===== src/jprr_pkg.sv =====
`timescale 1ns / 1ps
// shared types and constants of the jerk-based pitch and roll rate estimator
package jprr_pkg;

	// field widths
	localparam int RATE_W  = 32;
	localparam int ACCEL_W = 24;
	localparam int TIME_W  = 64;
	localparam int GAIN_W  = 20;
	localparam int ALPHA_W = 17;
	localparam int LIMIT_W = 31;
	localparam int IVAL_W  = 32;
	localparam int CFG_W   = 32;
	localparam int CFG_IDX_W = 3;

	// shared multiplier operand and product widths
	localparam int MUL_W  = 32;
	localparam int PROD_W = 2 * MUL_W;

	// jerk quotient width and the divider step counter
	localparam int JERK_W = 44;
	localparam int JERK_HALF_W = JERK_W / 2;
	localparam int DIV_CNT_W = $clog2(JERK_W);

	localparam logic [MUL_W-1:0]   NS_PER_SEC = 32'd1000000000;
	localparam logic [JERK_W-1:0]  JERK_CAP   = 44'h800_0000_0000;
	localparam logic [ALPHA_W-1:0] ALPHA_ONE  = 17'd65536;

	// register reset values
	localparam logic [GAIN_W-1:0]  PITCH_GAIN_RST = 20'd2097;
	localparam logic [GAIN_W-1:0]  ROLL_GAIN_RST  = 20'd1573;
	localparam logic [ALPHA_W-1:0] ALPHA_RST      = 17'd9830;
	localparam logic [LIMIT_W-1:0] LIMIT_RST      = 31'd104858;
	localparam logic [IVAL_W-1:0]  MIN_IVAL_RST   = 32'd1000000;
	localparam logic [IVAL_W-1:0]  MAX_IVAL_RST   = 32'd100000000;

	// register indexes
	typedef enum logic [CFG_IDX_W-1:0] {
		REG_PITCH_GAIN = 3'd0,
		REG_ROLL_GAIN  = 3'd1,
		REG_ALPHA      = 3'd2,
		REG_LIMIT      = 3'd3,
		REG_MIN_IVAL   = 3'd4,
		REG_MAX_IVAL   = 3'd5
	} jprr_reg_t;

	// divider status toward the sequencer
	typedef struct packed {
		logic busy;
		logic done;
	} jprr_div_sts_t;

endpackage


===== src/jerk_based_pitch_roll_rate_estimator.sv =====
`timescale 1ns / 1ps
// top level: sample sequencer, estimator state and stream ports
//
// Samples enter on the s_ stream group and one result per sample leaves on
// the m_ stream group; configuration registers are written through cfg_wr_en,
// cfg_index and cfg_wdata; the user must write them only while no sample is in
// flight, as the block itself does not enforce it. A sample with a bad yaw
// rate or without a usable interval goes from the check state straight to the
// finish state, which loads the output register. A sample that updates the
// estimate runs both axes in turn through one 32x32 multiplier and one
// restoring divider that yields one quotient bit per cycle; each axis runs
// the 44-step jerk division once unless its jerk is already past the cap.
// s_tready is high only while the sequencer is idle, so one sample is in
// flight at a time. The result sits in an output register; a new sample is
// taken while that register still waits, and the sequencer holds its next
// result until the receiver has taken the previous one.
// Reset clears the estimator state, restores the register defaults and
// empties the output register.
module jerk_based_pitch_roll_rate_estimator
	import jprr_pkg::*;
(
	input  logic                 clk,
	input  logic                 arst_n,
	input  logic                 s_tvalid,
	output logic                 s_tready,
	input  logic [143:0]         s_tdata,  // yaw_in, long_accel, lateral_accel, time_ns
	input  logic [2:0]           s_tuser,  // yaw_bad, long_bad, lat_bad
	output logic                 m_tvalid,
	input  logic                 m_tready,
	output logic [95:0]          m_tdata,  // yaw_out, pitch_out, roll_out
	output logic                 m_tuser,  // valid_res
	input  logic                 cfg_wr_en,
	input  logic [CFG_IDX_W-1:0] cfg_index,
	input  logic [CFG_W-1:0]     cfg_wdata
);

	typedef enum logic [12:0] {
		ST_IDLE  = 13'b0000000000001,
		ST_CHK   = 13'b0000000000010,
		ST_MUL1  = 13'b0000000000100,
		ST_OVF   = 13'b0000000001000,
		ST_DIV   = 13'b0000000010000,
		ST_MUL2  = 13'b0000000100000,
		ST_MUL3  = 13'b0000001000000,
		ST_RAW   = 13'b0000010000000,
		ST_MUL4  = 13'b0000100000000,
		ST_MUL5  = 13'b0001000000000,
		ST_FILT  = 13'b0010000000000,
		ST_CLAMP = 13'b0100000000000,
		ST_FIN   = 13'b1000000000000
	} state_t;

	state_t st_q;

	// configuration
	logic [GAIN_W-1:0]  pitch_gain_q;
	logic [GAIN_W-1:0]  roll_gain_q;
	logic [ALPHA_W-1:0] alpha_q;
	logic [LIMIT_W-1:0] limit_q;
	logic [IVAL_W-1:0]  min_ival_q;
	logic [IVAL_W-1:0]  max_ival_q;

	// latched sample
	logic [RATE_W-1:0]  yaw_q;
	logic               yaw_bad_q;
	logic [ACCEL_W-1:0] lon_q;
	logic [ACCEL_W-1:0] lat_q;
	logic [TIME_W-1:0]  time_q;

	// estimator state
	logic [ACCEL_W-1:0] prev_lon_q;
	logic [ACCEL_W-1:0] prev_lat_q;
	logic [TIME_W-1:0]  prev_time_q;
	logic               have_prev_q;
	logic [RATE_W-1:0]  filt_q [2];
	logic [RATE_W-1:0]  held_q [2];

	// per-sample working registers
	logic               axis_q;
	logic [ACCEL_W:0]   dmag_q [2];
	logic               dneg_q [2];
	logic [IVAL_W-1:0]  dt_q;
	logic [JERK_W-1:0]  jerk_q;
	logic [41:0]        acc_q;
	logic [LIMIT_W-1:0] raw_mag_q;
	logic               raw_neg_q;
	logic [47:0]        p1_q;

	// output register
	logic               m_tvalid_q;
	logic [95:0]        m_tdata_q;
	logic               m_tuser_q;

	// shared units
	logic [MUL_W-1:0]   mul_a;
	logic [MUL_W-1:0]   mul_b;
	logic [PROD_W-1:0]  mul_p;
	logic               div_start;
	logic [JERK_W-1:0]  div_q;
	jprr_div_sts_t      div_sts;

	logic               in_acc;
	logic               out_free;
	logic [TIME_W-1:0]  dt_full;
	logic               upd_ok;
	logic [ACCEL_W:0]   dlon;
	logic [ACCEL_W:0]   dlat;
	logic [GAIN_W-1:0]  gain;
	logic [ALPHA_W-1:0] alpha_sat;
	logic [ALPHA_W-1:0] alpha_cmp;
	logic [RATE_W-1:0]  filt_cur;
	logic [RATE_W-1:0]  filt_mag;
	logic               ovf;
	logic [PROD_W-1:0]  raw_full;
	logic [51:0]        raw_mag_full;
	logic [49:0]        lp_t1;
	logic [49:0]        lp_t2;
	logic [49:0]        lp_sum;
	logic [49:0]        lp_sh;
	logic [RATE_W:0]    cl_v;
	logic [RATE_W:0]    cl_lim;
	logic [RATE_W-1:0]  cl_res;
	logic               held_ok [2];

	assign in_acc   = s_tvalid && s_tready;
	assign out_free = !m_tvalid_q || m_tready;
	assign s_tready = st_q == ST_IDLE;

	assign dt_full = time_q - prev_time_q;
	assign upd_ok  = have_prev_q && (prev_time_q != '0)
		&& (dt_full > TIME_W'(min_ival_q)) && (dt_full < TIME_W'(max_ival_q));
	assign dlon = {lon_q[ACCEL_W-1], lon_q} - {prev_lon_q[ACCEL_W-1], prev_lon_q};
	assign dlat = {lat_q[ACCEL_W-1], lat_q} - {prev_lat_q[ACCEL_W-1], prev_lat_q};

	assign gain      = axis_q ? roll_gain_q : pitch_gain_q;
	assign alpha_sat = (alpha_q > ALPHA_ONE) ? ALPHA_ONE : alpha_q;
	assign alpha_cmp = ALPHA_ONE - alpha_sat;
	assign filt_cur  = filt_q[axis_q];
	assign filt_mag  = filt_cur[RATE_W-1] ? (RATE_W'(0) - filt_cur) : filt_cur;

	assign ovf = {12'b0, mul_p[63:JERK_W]} >= dt_q;

	assign raw_full     = {22'b0, acc_q} + {mul_p[41:0], 22'b0};
	assign raw_mag_full = raw_full[63:12];

	assign lp_t1  = raw_neg_q ? (50'd0 - {2'b0, p1_q}) : {2'b0, p1_q};
	assign lp_t2  = filt_cur[RATE_W-1] ? (50'd0 - {2'b0, mul_p[47:0]}) : {2'b0, mul_p[47:0]};
	assign lp_sum = lp_t1 + lp_t2;
	assign lp_sh  = $unsigned($signed(lp_sum) >>> 16);

	assign cl_v   = {filt_cur[RATE_W-1], filt_cur};
	assign cl_lim = {2'b0, limit_q};
	always_comb begin
		if ($signed(cl_v) > $signed(cl_lim)) begin
			cl_res = {1'b0, limit_q};
		end else if ($signed(cl_v) < $signed((RATE_W + 1)'(0) - cl_lim)) begin
			cl_res = RATE_W'(0) - {1'b0, limit_q};
		end else begin
			cl_res = filt_cur;
		end
	end

	always_comb begin
		mul_a = '0;
		mul_b = '0;
		case (st_q)
			ST_MUL1: begin
				mul_a = MUL_W'(dmag_q[axis_q]);
				mul_b = NS_PER_SEC;
			end
			ST_MUL2: begin
				mul_a = MUL_W'(gain);
				mul_b = MUL_W'(jerk_q[JERK_HALF_W-1:0]);
			end
			ST_MUL3: begin
				mul_a = MUL_W'(gain);
				mul_b = MUL_W'(jerk_q[JERK_W-1:JERK_HALF_W]);
			end
			ST_MUL4: begin
				mul_a = MUL_W'(alpha_sat);
				mul_b = MUL_W'(raw_mag_q);
			end
			ST_MUL5: begin
				mul_a = MUL_W'(alpha_cmp);
				mul_b = filt_mag;
			end
			default: begin
				mul_a = '0;
				mul_b = '0;
			end
		endcase
	end

	assign div_start = (st_q == ST_OVF) && !ovf;

	jprr_mul u_mul (
		.clk (clk),
		.a   (mul_a),
		.b   (mul_b),
		.p   (mul_p)
	);

	jprr_div u_div (
		.clk      (clk),
		.arst_n   (arst_n),
		.start    (div_start),
		.rem_init ({12'b0, mul_p[63:JERK_W]}),
		.num      (mul_p[JERK_W-1:0]),
		.den      (dt_q),
		.quo      (div_q),
		.sts      (div_sts)
	);

	// configuration writes
	always_ff @(posedge clk or negedge arst_n) begin
		if (!arst_n) begin
			pitch_gain_q <= PITCH_GAIN_RST;
			roll_gain_q  <= ROLL_GAIN_RST;
			alpha_q      <= ALPHA_RST;
			limit_q      <= LIMIT_RST;
			min_ival_q   <= MIN_IVAL_RST;
			max_ival_q   <= MAX_IVAL_RST;
		end else if (cfg_wr_en) begin
			case (cfg_index)
				REG_PITCH_GAIN: pitch_gain_q <= cfg_wdata[GAIN_W-1:0];
				REG_ROLL_GAIN:  roll_gain_q  <= cfg_wdata[GAIN_W-1:0];
				REG_ALPHA:      alpha_q      <= cfg_wdata[ALPHA_W-1:0];
				REG_LIMIT:      limit_q      <= cfg_wdata[LIMIT_W-1:0];
				REG_MIN_IVAL:   min_ival_q   <= cfg_wdata[IVAL_W-1:0];
				REG_MAX_IVAL:   max_ival_q   <= cfg_wdata[IVAL_W-1:0];
				default: begin
				end
			endcase
		end
	end

	// sequencer and estimator state
	always_ff @(posedge clk or negedge arst_n) begin
		if (!arst_n) begin
			st_q        <= ST_IDLE;
			axis_q      <= 1'b0;
			have_prev_q <= 1'b0;
			prev_lon_q  <= '0;
			prev_lat_q  <= '0;
			prev_time_q <= '0;
			filt_q[0]   <= '0;
			filt_q[1]   <= '0;
			held_q[0]   <= '0;
			held_q[1]   <= '0;
			m_tvalid_q  <= 1'b0;
		end else begin
			if ((st_q == ST_FIN) && out_free) begin
				m_tvalid_q <= 1'b1;
			end else if (m_tready) begin
				m_tvalid_q <= 1'b0;
			end
			case (st_q)
				ST_IDLE: begin
					if (in_acc) begin
						st_q <= ST_CHK;
					end
				end
				ST_CHK: begin
					axis_q <= 1'b0;
					if (yaw_bad_q) begin
						st_q <= ST_FIN;
					end else begin
						prev_lon_q  <= lon_q;
						prev_lat_q  <= lat_q;
						prev_time_q <= time_q;
						have_prev_q <= 1'b1;
						st_q        <= upd_ok ? ST_MUL1 : ST_FIN;
					end
				end
				ST_MUL1: st_q <= ST_OVF;
				ST_OVF:  st_q <= ovf ? ST_MUL2 : ST_DIV;
				ST_DIV: begin
					if (div_sts.done) begin
						st_q <= ST_MUL2;
					end
				end
				ST_MUL2: st_q <= ST_MUL3;
				ST_MUL3: st_q <= ST_RAW;
				ST_RAW:  st_q <= ST_MUL4;
				ST_MUL4: st_q <= ST_MUL5;
				ST_MUL5: st_q <= ST_FILT;
				ST_FILT: begin
					filt_q[axis_q] <= lp_sh[RATE_W-1:0];
					st_q           <= ST_CLAMP;
				end
				ST_CLAMP: begin
					held_q[axis_q] <= cl_res;
					if (!axis_q) begin
						axis_q <= 1'b1;
						st_q   <= ST_MUL1;
					end else begin
						st_q <= ST_FIN;
					end
				end
				ST_FIN: begin
					if (out_free) begin
						st_q <= ST_IDLE;
					end
				end
				default: st_q <= ST_IDLE;
			endcase
		end
	end

	// payload registers
	always_ff @(posedge clk) begin
		if (in_acc) begin
			yaw_q     <= s_tdata[31:0];
			yaw_bad_q <= s_tuser[0];
			lon_q     <= s_tuser[1] ? '0 : s_tdata[55:32];
			lat_q     <= s_tuser[2] ? '0 : s_tdata[79:56];
			time_q    <= s_tdata[143:80];
		end
		if (st_q == ST_CHK) begin
			dmag_q[0] <= dlon[ACCEL_W] ? ((ACCEL_W + 1)'(0) - dlon) : dlon;
			dmag_q[1] <= dlat[ACCEL_W] ? ((ACCEL_W + 1)'(0) - dlat) : dlat;
			dneg_q[0] <= dlon[ACCEL_W];
			dneg_q[1] <= dlat[ACCEL_W];
			dt_q      <= dt_full[IVAL_W-1:0];
		end
		if ((st_q == ST_OVF) && ovf) begin
			jerk_q <= JERK_CAP;
		end else if ((st_q == ST_DIV) && div_sts.done) begin
			jerk_q <= (div_q > JERK_CAP) ? JERK_CAP : div_q;
		end
		if (st_q == ST_MUL3) begin
			acc_q <= mul_p[41:0];
		end
		if (st_q == ST_RAW) begin
			raw_mag_q <= (raw_mag_full[51:LIMIT_W] != '0) ? '1 : raw_mag_full[LIMIT_W-1:0];
			raw_neg_q <= dneg_q[axis_q] ^ !axis_q;
		end
		if (st_q == ST_MUL5) begin
			p1_q <= mul_p[47:0];
		end
		if ((st_q == ST_FIN) && out_free) begin
			m_tuser_q <= !yaw_bad_q;
			m_tdata_q <= {held_q[1], held_q[0], yaw_bad_q ? RATE_W'(0) : yaw_q};
		end
	end

	assign m_tvalid = m_tvalid_q;
	assign m_tdata  = m_tdata_q;
	assign m_tuser  = m_tuser_q;

	for (genvar i = 0; i < 2; i++) begin : g_held_ok
		assign held_ok[i] =
			($signed({held_q[i][RATE_W-1], held_q[i]}) <= $signed(cl_lim))
			&& ($signed({held_q[i][RATE_W-1], held_q[i]})
				>= $signed((RATE_W + 1)'(0) - cl_lim));
	end

	a_div_running: assert property (@(posedge clk) disable iff (!arst_n)
		(st_q == ST_DIV) |-> (div_sts.busy || div_sts.done))
		else $error("divider idle while sequencer waits on it");

	a_jerk_capped: assert property (@(posedge clk) disable iff (!arst_n)
		(st_q == ST_MUL2) |-> (jerk_q <= JERK_CAP))
		else $error("jerk above cap entering gain multiply");

	a_pitch_in_limit: assert property (@(posedge clk) disable iff (!arst_n)
		((st_q == ST_CLAMP) && !axis_q) |=> held_ok[0])
		else $error("pitch output outside rate limit");

	a_roll_in_limit: assert property (@(posedge clk) disable iff (!arst_n)
		((st_q == ST_CLAMP) && axis_q) |=> held_ok[1])
		else $error("roll output outside rate limit");

endmodule


===== src/jprr_mul.sv =====
`timescale 1ns / 1ps
// shared unsigned 32x32 multiplier with registered product
module jprr_mul
	import jprr_pkg::*;
(
	input  logic              clk,
	input  logic [MUL_W-1:0]  a,
	input  logic [MUL_W-1:0]  b,
	output logic [PROD_W-1:0] p
);

	logic [PROD_W-1:0] p_q;

	always_ff @(posedge clk) begin
		p_q <= PROD_W'(a) * PROD_W'(b);
	end

	assign p = p_q;

endmodule


===== src/jprr_div.sv =====
`timescale 1ns / 1ps
// iterative restoring divider, one quotient bit per cycle
module jprr_div
	import jprr_pkg::*;
(
	input  logic                clk,
	input  logic                arst_n,
	input  logic                start,
	input  logic [IVAL_W-1:0]   rem_init,
	input  logic [JERK_W-1:0]   num,
	input  logic [IVAL_W-1:0]   den,
	output logic [JERK_W-1:0]   quo,
	output jprr_div_sts_t       sts
);

	logic [IVAL_W-1:0]    rem_q;
	logic [JERK_W-1:0]    quo_q;
	logic [IVAL_W-1:0]    den_q;
	logic [DIV_CNT_W-1:0] cnt_q;
	logic                 busy_q;
	logic                 done_q;

	logic [IVAL_W:0] trial;
	logic [IVAL_W:0] sub;
	logic            ge;

	assign trial = {rem_q, quo_q[JERK_W-1]};
	assign sub   = trial - {1'b0, den_q};
	assign ge    = trial >= {1'b0, den_q};

	always_ff @(posedge clk or negedge arst_n) begin
		if (!arst_n) begin
			busy_q <= 1'b0;
			done_q <= 1'b0;
			cnt_q  <= '0;
		end else begin
			done_q <= 1'b0;
			if (start) begin
				busy_q <= 1'b1;
				cnt_q  <= '0;
			end else if (busy_q) begin
				cnt_q <= cnt_q + 1'b1;
				if (cnt_q == DIV_CNT_W'(JERK_W - 1)) begin
					busy_q <= 1'b0;
					done_q <= 1'b1;
				end
			end
		end
	end

	always_ff @(posedge clk) begin
		if (start) begin
			rem_q <= rem_init;
			quo_q <= num;
			den_q <= den;
		end else if (busy_q) begin
			rem_q <= ge ? sub[IVAL_W-1:0] : trial[IVAL_W-1:0];
			quo_q <= {quo_q[JERK_W-2:0], ge};
		end
	end

	assign quo      = quo_q;
	assign sts.busy = busy_q;
	assign sts.done = done_q;

endmodule

===== config.mk =====
export PLATFORM = sky130hd
export DESIGN_NAME = jerk_based_pitch_roll_rate_estimator
export DESIGN_NICKNAME = d
export VERILOG_FILES = /design/src/jprr_pkg.sv /design/src/jerk_based_pitch_roll_rate_estimator.sv /design/src/jprr_mul.sv /design/src/jprr_div.sv
export SDC_FILE = /design/constraint.sdc
export NUM_CORES = 2
export LEC_CHECK = 0
export ABC_CLOCK_PERIOD_IN_PS = 11500
export BUFFER_PORTS_ARGS = -buffer_cell sky130_fd_sc_hd__clkbuf_2
export CORE_MARGIN = 4
export CORE_UTILIZATION = 35
export CTS_CLUSTER_DIAMETER = 100
export DETAILED_ROUTE_END_ITERATION = 12
export PLACE_DENSITY = 0.49
export SKIP_CTS_REPAIR_TIMING = 1
export SLEW_MARGIN = 30
export SYNTH_ARGS = -nofsm -noshare
export SYNTH_HDL_FRONTEND = slang
export SYNTH_SLANG_ARGS = --single-unit

===== constraint.sdc =====
create_clock -name clk -period 11.5 [get_ports clk]
set_clock_uncertainty 0.15 [all_clocks]
set_input_delay 0 -clock clk [delete_from_list [all_inputs] [get_ports clk]]
set_output_delay 0 -clock clk [all_outputs]
set_load 0.01 [all_outputs]

## After elaboration in Yosys (flattened, before gate mapping)

Memories as Yosys holds them, arrays and structs flattened.
Cells that the tools add are included.

| storage, ports and cells | value |
|---|---|
| latch bits | 0 |
| output and inout bits | 99 |
| RAM bits | 52 |
| bits in registers | 1,028 |
| memory bits (read-only) | 0 |
| memories kept | 2 |
| input bits | 187 |
| logic and storage cells | 166 |

| operators by class | value |
|---|---|
| equality and inequality tests | 22 |
| order comparisons | 10 |
| reduce and logical (&&, ||, !) cells | 29 |
| bitwise operators | 3 |
| muxes and demuxes | 45 |
| add/sub/neg operators | 15 |
| shift operators | 0 |
| divide/modulo/power cells | 0 |
| multiply operators | 1 |

Memory list:

| memory | words | bits a word | read ports | clocked after Yosys merged registers in | write ports | line | source |
|---|---|---|---|---|---|---|---|
| dmag_q | 2 | 25 | 1 | 0 | 2 | jerk_based_pitch_roll_rate_estimator.sv:80 | `logic [ACCEL_W:0] dmag_q [2];` |
| dneg_q | 2 | 1 | 1 | 0 | 2 | jerk_based_pitch_roll_rate_estimator.sv:81 | `logic dneg_q [2];` |

Operators by type and width:

| kind | count |
|---|---|
| 32-bit two-way mux | 8 |
| 13-bit case mux with 13 select lines | 1 |
| 32-bit case mux with 5 select lines | 1 |
| 44-bit two-way mux | 3 |
| 64-bit bitwise mux | 2 |
| 25-bit case mux with 4 select lines | 1 |
| 48-bit two-way mux | 2 |
| 1-bit by 48-bit subtractor with 48-bit output (first input constant) | 2 |
| 13-bit two-way mux | 6 |
| 42-bit by 64-bit adder with 64-bit output | 1 |
| 64-bit by 32-bit > comparator with 1-bit output | 1 |
| 64-bit by 32-bit less-than comparator with 1-bit output | 1 |
| 64-bit nonzero test | 1 |
| 1-bit by 31-bit subtractor with 32-bit output (first input constant) | 2 |
| 64-bit subtractor | 1 |
| 20-bit two-way mux | 3 |
| 25-bit by 32-bit multiplier with 57-bit output | 1 |
| 25-bit two-way mux | 2 |
| 1-bit by 25-bit subtractor with 25-bit output (first input constant) | 2 |
| 24-bit by 24-bit subtractor with 25-bit output | 2 |
| 48-bit adder | 1 |
| 44-bit > comparator (second input constant) | 1 |
| 33-bit by 32-bit >= comparator with 1-bit output | 1 |
| 32-bit demux with 1-bit select | 1 |
| other kinds (45) | 78 |

## Logic depth before layout (Yosys ltp)

| depth | value |
|---|---|
| word-level depth | 8 |
| depth in mapped cells | 44 |
| mapped depth without buffers | 42 |

## Cells and area by module

A second synthesis with hierarchy kept.

| unflattened totals | value |
|---|---|
| cells, all modules | 9,467 |
| area, all modules | 92,617.6 µm² |

Modules (own cells, without submodules):

| module | area each (µm²) | cells an instance | times used | seq. area each (µm²) |
|---|---|---|---|---|
| jerk_based_pitch_roll_rate_estimator | 50,988.9 | 5,074 | 1 | 24,239.5 |
| jprr_mul | 34,703.3 | 3,767 | 1 | 1,281.2 |
| jprr_div | 6,925.4 | 626 | 1 | 3,443.3 |

## Worst setup path before layout

No wires, ideal clock.

| path | value |
|---|---|
| path type | flip-flop to flip-flop |
| from | register st_q[5] |
| to | register u_mul.p_q[56], in the netlist u_mul.p[56] |
| setup slack | 822 ps |
| stages on the path, launching flop included | 36 |
| data required time | 11,278 ps |
| library setup time | 72 ps |
| buffers on the path | 2 |
| data arrival time | 10,456 ps |
| clock period less this slack | 10,678 ps |
| cells stage by stage | dfrtp_1 -> nor2_1 -> nand2_1 -> or3_1 -> nor3_1 -> nand3b_1 -> inv_1 -> clkbuf_1 -> clkbuf_1 -> a221oi_1 -> nor2_1 -> fa_1 -> fa_1 -> inv_1 -> fa_1 -> fa_1 -> inv_1 -> fa_1 -> fa_1 -> inv_1 -> fa_1 -> inv_1 -> ha_1 -> a21o_1 -> a21oi_1 -> nor2_1 -> a311oi_1 -> o221a_2 -> o31ai_1 -> a311o_1 -> a41oi_1 -> o21ai_0 -> a221oi_1 -> o211ai_1 -> a21oi_1 -> xnor2_1 |

| between the ends | value |
|---|---|
| longest elaborated chain between the ends | 4 |
| elaborated cells on any way between the ends | 9 |
| classes of those cells | mul: 1; eq/ne: 5; mux: 2; reduce/logical: 1 |

Ends and longest elaborated chain:

| item | line | source |
|---|---|---|
| start, declared | jerk_based_pitch_roll_rate_estimator.sv:53 | `state_t st_q;` |
| start signal, assigned | jerk_based_pitch_roll_rate_estimator.sv:272 | `st_q <= upd_ok ? ST_MUL1 : ST_FIN;` |
| start signal, assigned | jerk_based_pitch_roll_rate_estimator.sv:276 | `ST_OVF: st_q <= ovf ? ST_MUL2 : ST_DIV;` |
| 13-bit by 7-bit == test with 1-bit output or 13-bit by 6-bit == test with 1-bit output (tied branches) | jerk_based_pitch_roll_rate_estimator.sv:166 | `case (st_q)` |
| 2-bit OR reduction (no source line) | -- |  |
| 25-bit case mux with 4 select lines | jerk_based_pitch_roll_rate_estimator.sv:166 |  |
| 25-bit by 32-bit multiplier with 57-bit output * | jprr_mul.sv:15 | `p_q <= PROD_W'(a) * PROD_W'(b);` |
| end signal, assigned | jprr_mul.sv:15 |  |
| end, declared | jprr_mul.sv:12 | `logic [PROD_W-1:0] p_q;` |

Every way passes the cells marked *; elsewhere a longest branch is shown, timed or not.
A chain may end at the register's enable or synchronous reset.

## Final worst setup path

| path | value |
|---|---|
| from | register axis_q |
| to | register u_mul.p_q[53], in the netlist u_mul.p[53] |

| between the ends | value |
|---|---|
| longest elaborated chain between the ends | 8 |
| elaborated cells on any way between the ends | 11 |
| classes of those cells | add/sub: 1; mul: 1; mux: 7; bitwise: 1; memory: 1 |

Ends and longest elaborated chain:

| item | line | source |
|---|---|---|
| start, declared | jerk_based_pitch_roll_rate_estimator.sv:79 | `logic axis_q;` |
| start signal, assigned | jerk_based_pitch_roll_rate_estimator.sv:241 | `axis_q <= 1'b0;` |
| start signal, assigned | jerk_based_pitch_roll_rate_estimator.sv:264 | `axis_q <= 1'b0;` |
| start signal, assigned | jerk_based_pitch_roll_rate_estimator.sv:294 | `axis_q <= 1'b1;` |
| 1-bit NOT with 2-bit output (implied by the code) | jerk_based_pitch_roll_rate_estimator.sv:138 | `assign filt_cur = filt_q[axis_q];` |
| 32-bit two-way mux (implied by the code) (3 in a row) | jerk_based_pitch_roll_rate_estimator.sv:138 |  |
| 1-bit by 32-bit subtractor with 32-bit output | jerk_based_pitch_roll_rate_estimator.sv:139 | `assign filt_mag = filt_cur[RATE_W-1] ? (RATE_W'(0) - filt_cur) : filt_cur;` |
| 32-bit two-way mux | jerk_based_pitch_roll_rate_estimator.sv:139 |  |
| 32-bit case mux with 5 select lines | jerk_based_pitch_roll_rate_estimator.sv:166 |  |
| 25-bit by 32-bit multiplier with 57-bit output * | jprr_mul.sv:15 |  |

Every way passes the cells marked *; elsewhere a longest branch is shown, timed or not. The select of a mux whose other input is x is not followed.

==> impl_summary.md <==
STA
The worst path needs around 11 ns of the cycle, external delays included. The number of slew-limit violations in the final report is 0. Hold timing on the final database bottoms out at a slack of -0.005918 ns. The hold violation total from the final report is 1.

After layout, the worst path uses 95.17% of the clock period. The actual transition at the worst max-transition pin is roughly 1.1 ns. Setup repair after global routing left no endpoint under its margin. In this run the tightest slew margin relative to its limit is 28.32%. The number of endpoints failing setup at the final stage is 0. The aggregate negative setup slack is 0 ns.

Derived from the worst setup path, the maximum achievable clock frequency is between 90 and 100 MHz.

Power and ir drop
The reported leakage power is 42.72 nW. Dividing total power by cell area gives a power density of 168.1 nW/µm². The peak supply drop is 256.4 µV.

Job
Max-cap violations in this run came to 0.

Worst hold path
The worst hold path terminates at m_tvalid. The worst hold path was traced through 4 stages. The startpoint identified for the worst hold timing path is m_tready. The worst hold path belongs to the class in -> reg.

Detailed routing
The routed design has 252.0 mm of wire. The number of nets with antenna violations after routing is 0. In the final routed layout, each cell accounts on average for 20.47 µm. Before antenna repair, the detailed router went through 6 iterations.

After detailed routing, the number of remaining DRC violations is 0. The first routing iteration left 4186 violations. The detailed router placed 62120 vias in this run. The number of vias per cell after detailed routing is 5.046.

Layout
After the flow finishes, the layout carries non-filler instances totaling 12311. For this run, the share of the core covered by cells in the final layout is 41.52%. The layout overhead on the synthesized area is 17.54%. The finished cells cover 97000 µm². At the end of the flow, the number of nets in the layout was roughly 10000. In the final layout, the share of cells above drive strength 1 is 12.39%.

Setup path
The critical path data required time is 11.98 ns. The critical path contains buffers and inverters numbering 7 combined. The slack of the worst reg-to-reg path is approximately 0.56 ns. The highest cell delay on the worst timing path is around 0.57 ns.

The data arrival time of the critical path is around 11 ns. The number of cells on the worst reg-to-reg path is 37. The type of the worst setup path is reg -> reg. The worst register-to-register path ends at u_mul.p[53]. The largest fanout of any net on the critical path is 12. The startpoint identified for the worst register-to-register timing path is axis_q. The slowest stage of the critical path is the fa_1 cell. STA classifies the critical path startpoint as a flip-flop. The cell family contributing the most delay on the critical path is adder cells. The capturing element type of the critical path is a flip-flop.

Place
The HPWL after detailed placement is 196.8 mm. The instance area after placement is 88950 µm². The cell count after placement is roughly 12000. The count of input and output buffers is around 290. The final weighted congestion in routability-driven placement is between 0.9 and 1.

Synth
The count of state elements after synthesis is 1061. The synthesized area divided by synthesized cell count is around 10 µm². The commonest cells after synthesis are inv_1 (1224), nand2_1 (912), fa_1 (692). The biggest area contributor in the post-synthesis netlist is edfxtp_1. The post-synthesis instance area is 82530 µm². Counting distinct cell types in the post-synthesis netlist gives 91.

For this run, the leading register cell type out of synthesis is edfxtp_1. Yosys attributes the largest share of cell area to edfxtp_1 (19%), fa_1 (17%), dfrtp_1 (11%), ha_1 (8.3%), inv_1 (5.6%). After synthesis, flip-flops and latches occupy between 30% and 40% of the total area.

The gate count of the mapped netlist is 8287. The number of enable-type register cells in the synthesized netlist is 532. The proportion of register bits with asynchronous set or reset after synthesis is 39.21%. For this run, the number of Yosys warnings is 0. The top cell type's share of synthesized area is 19.36%. By instance count, the leading cell after synthesis is inv_1.

Global routing
The global-route wire length before repair is 383.9 mm. The all-layer global routing usage is 20.37%. The maximum number of pins on one net before global-route repair is approximately 120.

The number of antenna violations at the first check in global routing came to 25. The overflow left after global routing is 0. The number of global-route vias before repair is 62505.

Clock tree
The maximum level of the CTS H-tree is 3. After clock tree synthesis, the clock-pin slew on the worst setup and hold paths is ~0.060 ns. Clock tree synthesis found a total of 1061 sinks. The worst-skew pair later-pin latency is 0.78 ns. The number of buffers created by CTS is about 120. The clock passes through at most 3 buffers. The clock root buffer is clkbuf_16. The CTS tree is yes.

Floorplan
The initial core utilization is 35.32%. The die is approximately 490 µm tall. The floorplan has 177 rows.

The die outline area is 243600 µm². 286 I/O pins were placed. The total area inside the core boundary comes to 233600 µm². The die is 493.6 µm wide.

Outcome
The flow ran to the end, but the final reports show violations. The final reports fail on negative hold slack.
==> logic make-up after synthesis <==
group                      after synthesis  share of synthesized area, %
AOI/OAI and AO/OA                     1464                         11.18
xor gates and xnor gates               410                         4.360
adders and majority gates             1239                         25.08
buffers and inverters                 1548                         7.051
DFF                                   1061                         34.78
muxes                                  393                         5.255
other                                    2                      0.009100
and+or+nand+nor                       2170                         12.29
==> flip-flops by register name (all words and copies together) (netlist names), 48 cells and up <==
register / cells
m_tdata: 96
dmag_q: 50
time_q: 64
held_q: 64
p1_q: 48
u_mul.p: 57
filt_q: 64
prev_time_q: 64
==> worst register-to-register path: cells and delay by family (launching register included) <==
family,cells,cell delay (ns)
fa+ha+maj,8,3.98
simple gates,8,1.88
compound gates,12,3.24
flops,1,0.53
buf+inv,7,0.51
xor+xnor,1,0.20
mux,1,0.29
==> per-layer routing <==
layer / vias to the layer above / track usage (%) / part of all wire [%]
li1: 29281 / - / -
met1: 31213 / 27.93 / 45
met2: 1324 / 34.43 / 49
met3: 298 / 2.677 / 4.5
met4: 4 / 4.404 / 2.2
met5: - / 0 / 0.011
==> cell usage in the layout, fill, tap and decap left out, types with 291 or more instances in the layout <==
cell type,Yosys,layout
a21oi_1,381,380
dfrtp_1,371,370
dlygate4sd3_1,0,397
edfxtp_1,532,532
fa_1,692,692
ha_1,547,547
inv_1,1224,1220
mux2_2,322,322
nand2_1,912,909
nor2_1,437,433
o21ai_0,412,407
xnor2_1,291,291
==> metrics by stage <==
stage               worst slack [ns]  power [mW]
floorplan                     0.8222       10.28
finish                        0.5555       16.31
global placement          -0.0008322       12.36
global route                 0.08038       17.52
CTS                          0.09954       16.37
detailed placement            0.1844       12.46
==> report_power, final <==
| group | total [mW] | switching (mW) | leakage, nW | internal [mW] |
|---|---|---|---|---|
| logic | 7.02 | 4.18 | 29.8 | 2.84 |
| registers | 5.47 | 0.566 | 11.0 | 4.90 |
| clock network | 3.82 | 1.64 | 1.88 | 2.18 |
| total | 16.3 | 6.39 | 42.7 | 9.92 |
==> layout make-up <==
cell class / count / area, µm²
Antenna cell: 14 / 35.03
Inverter: 1226 / 4603
Tap cell: 3132 / 3919
Clock buffer: 150 / 3120
Fill cell: 22926 / 136600
Multi-Input combinational cell: 5783 / 48740
Sequential cell: 1061 / 28710
Clock inverter: 72 / 813.3
Timing Repair Buffer: 873 / 7064
==> worst max path at each step <==
stage | startpoint | to | slack (ns) | cells past startpoint
3_5_place_dp | alpha_q[5] | u_mul.p[56] | 0.18 | 36
5_1_grt | axis_q | u_mul.p[53] | 0.08 | 39
6_report | axis_q | u_mul.p[53] | 0.56 | 37
3_3_place_gp | axis_q | u_mul.p[56] | -0.0008 | 33
4_1_cts | axis_q | u_mul.p[56] | 0.1 | 36
2_1_floorplan | st_q[5] | u_mul.p[56] | 0.82 | 35
Note: power is estimated with default switching activity, not from simulation.
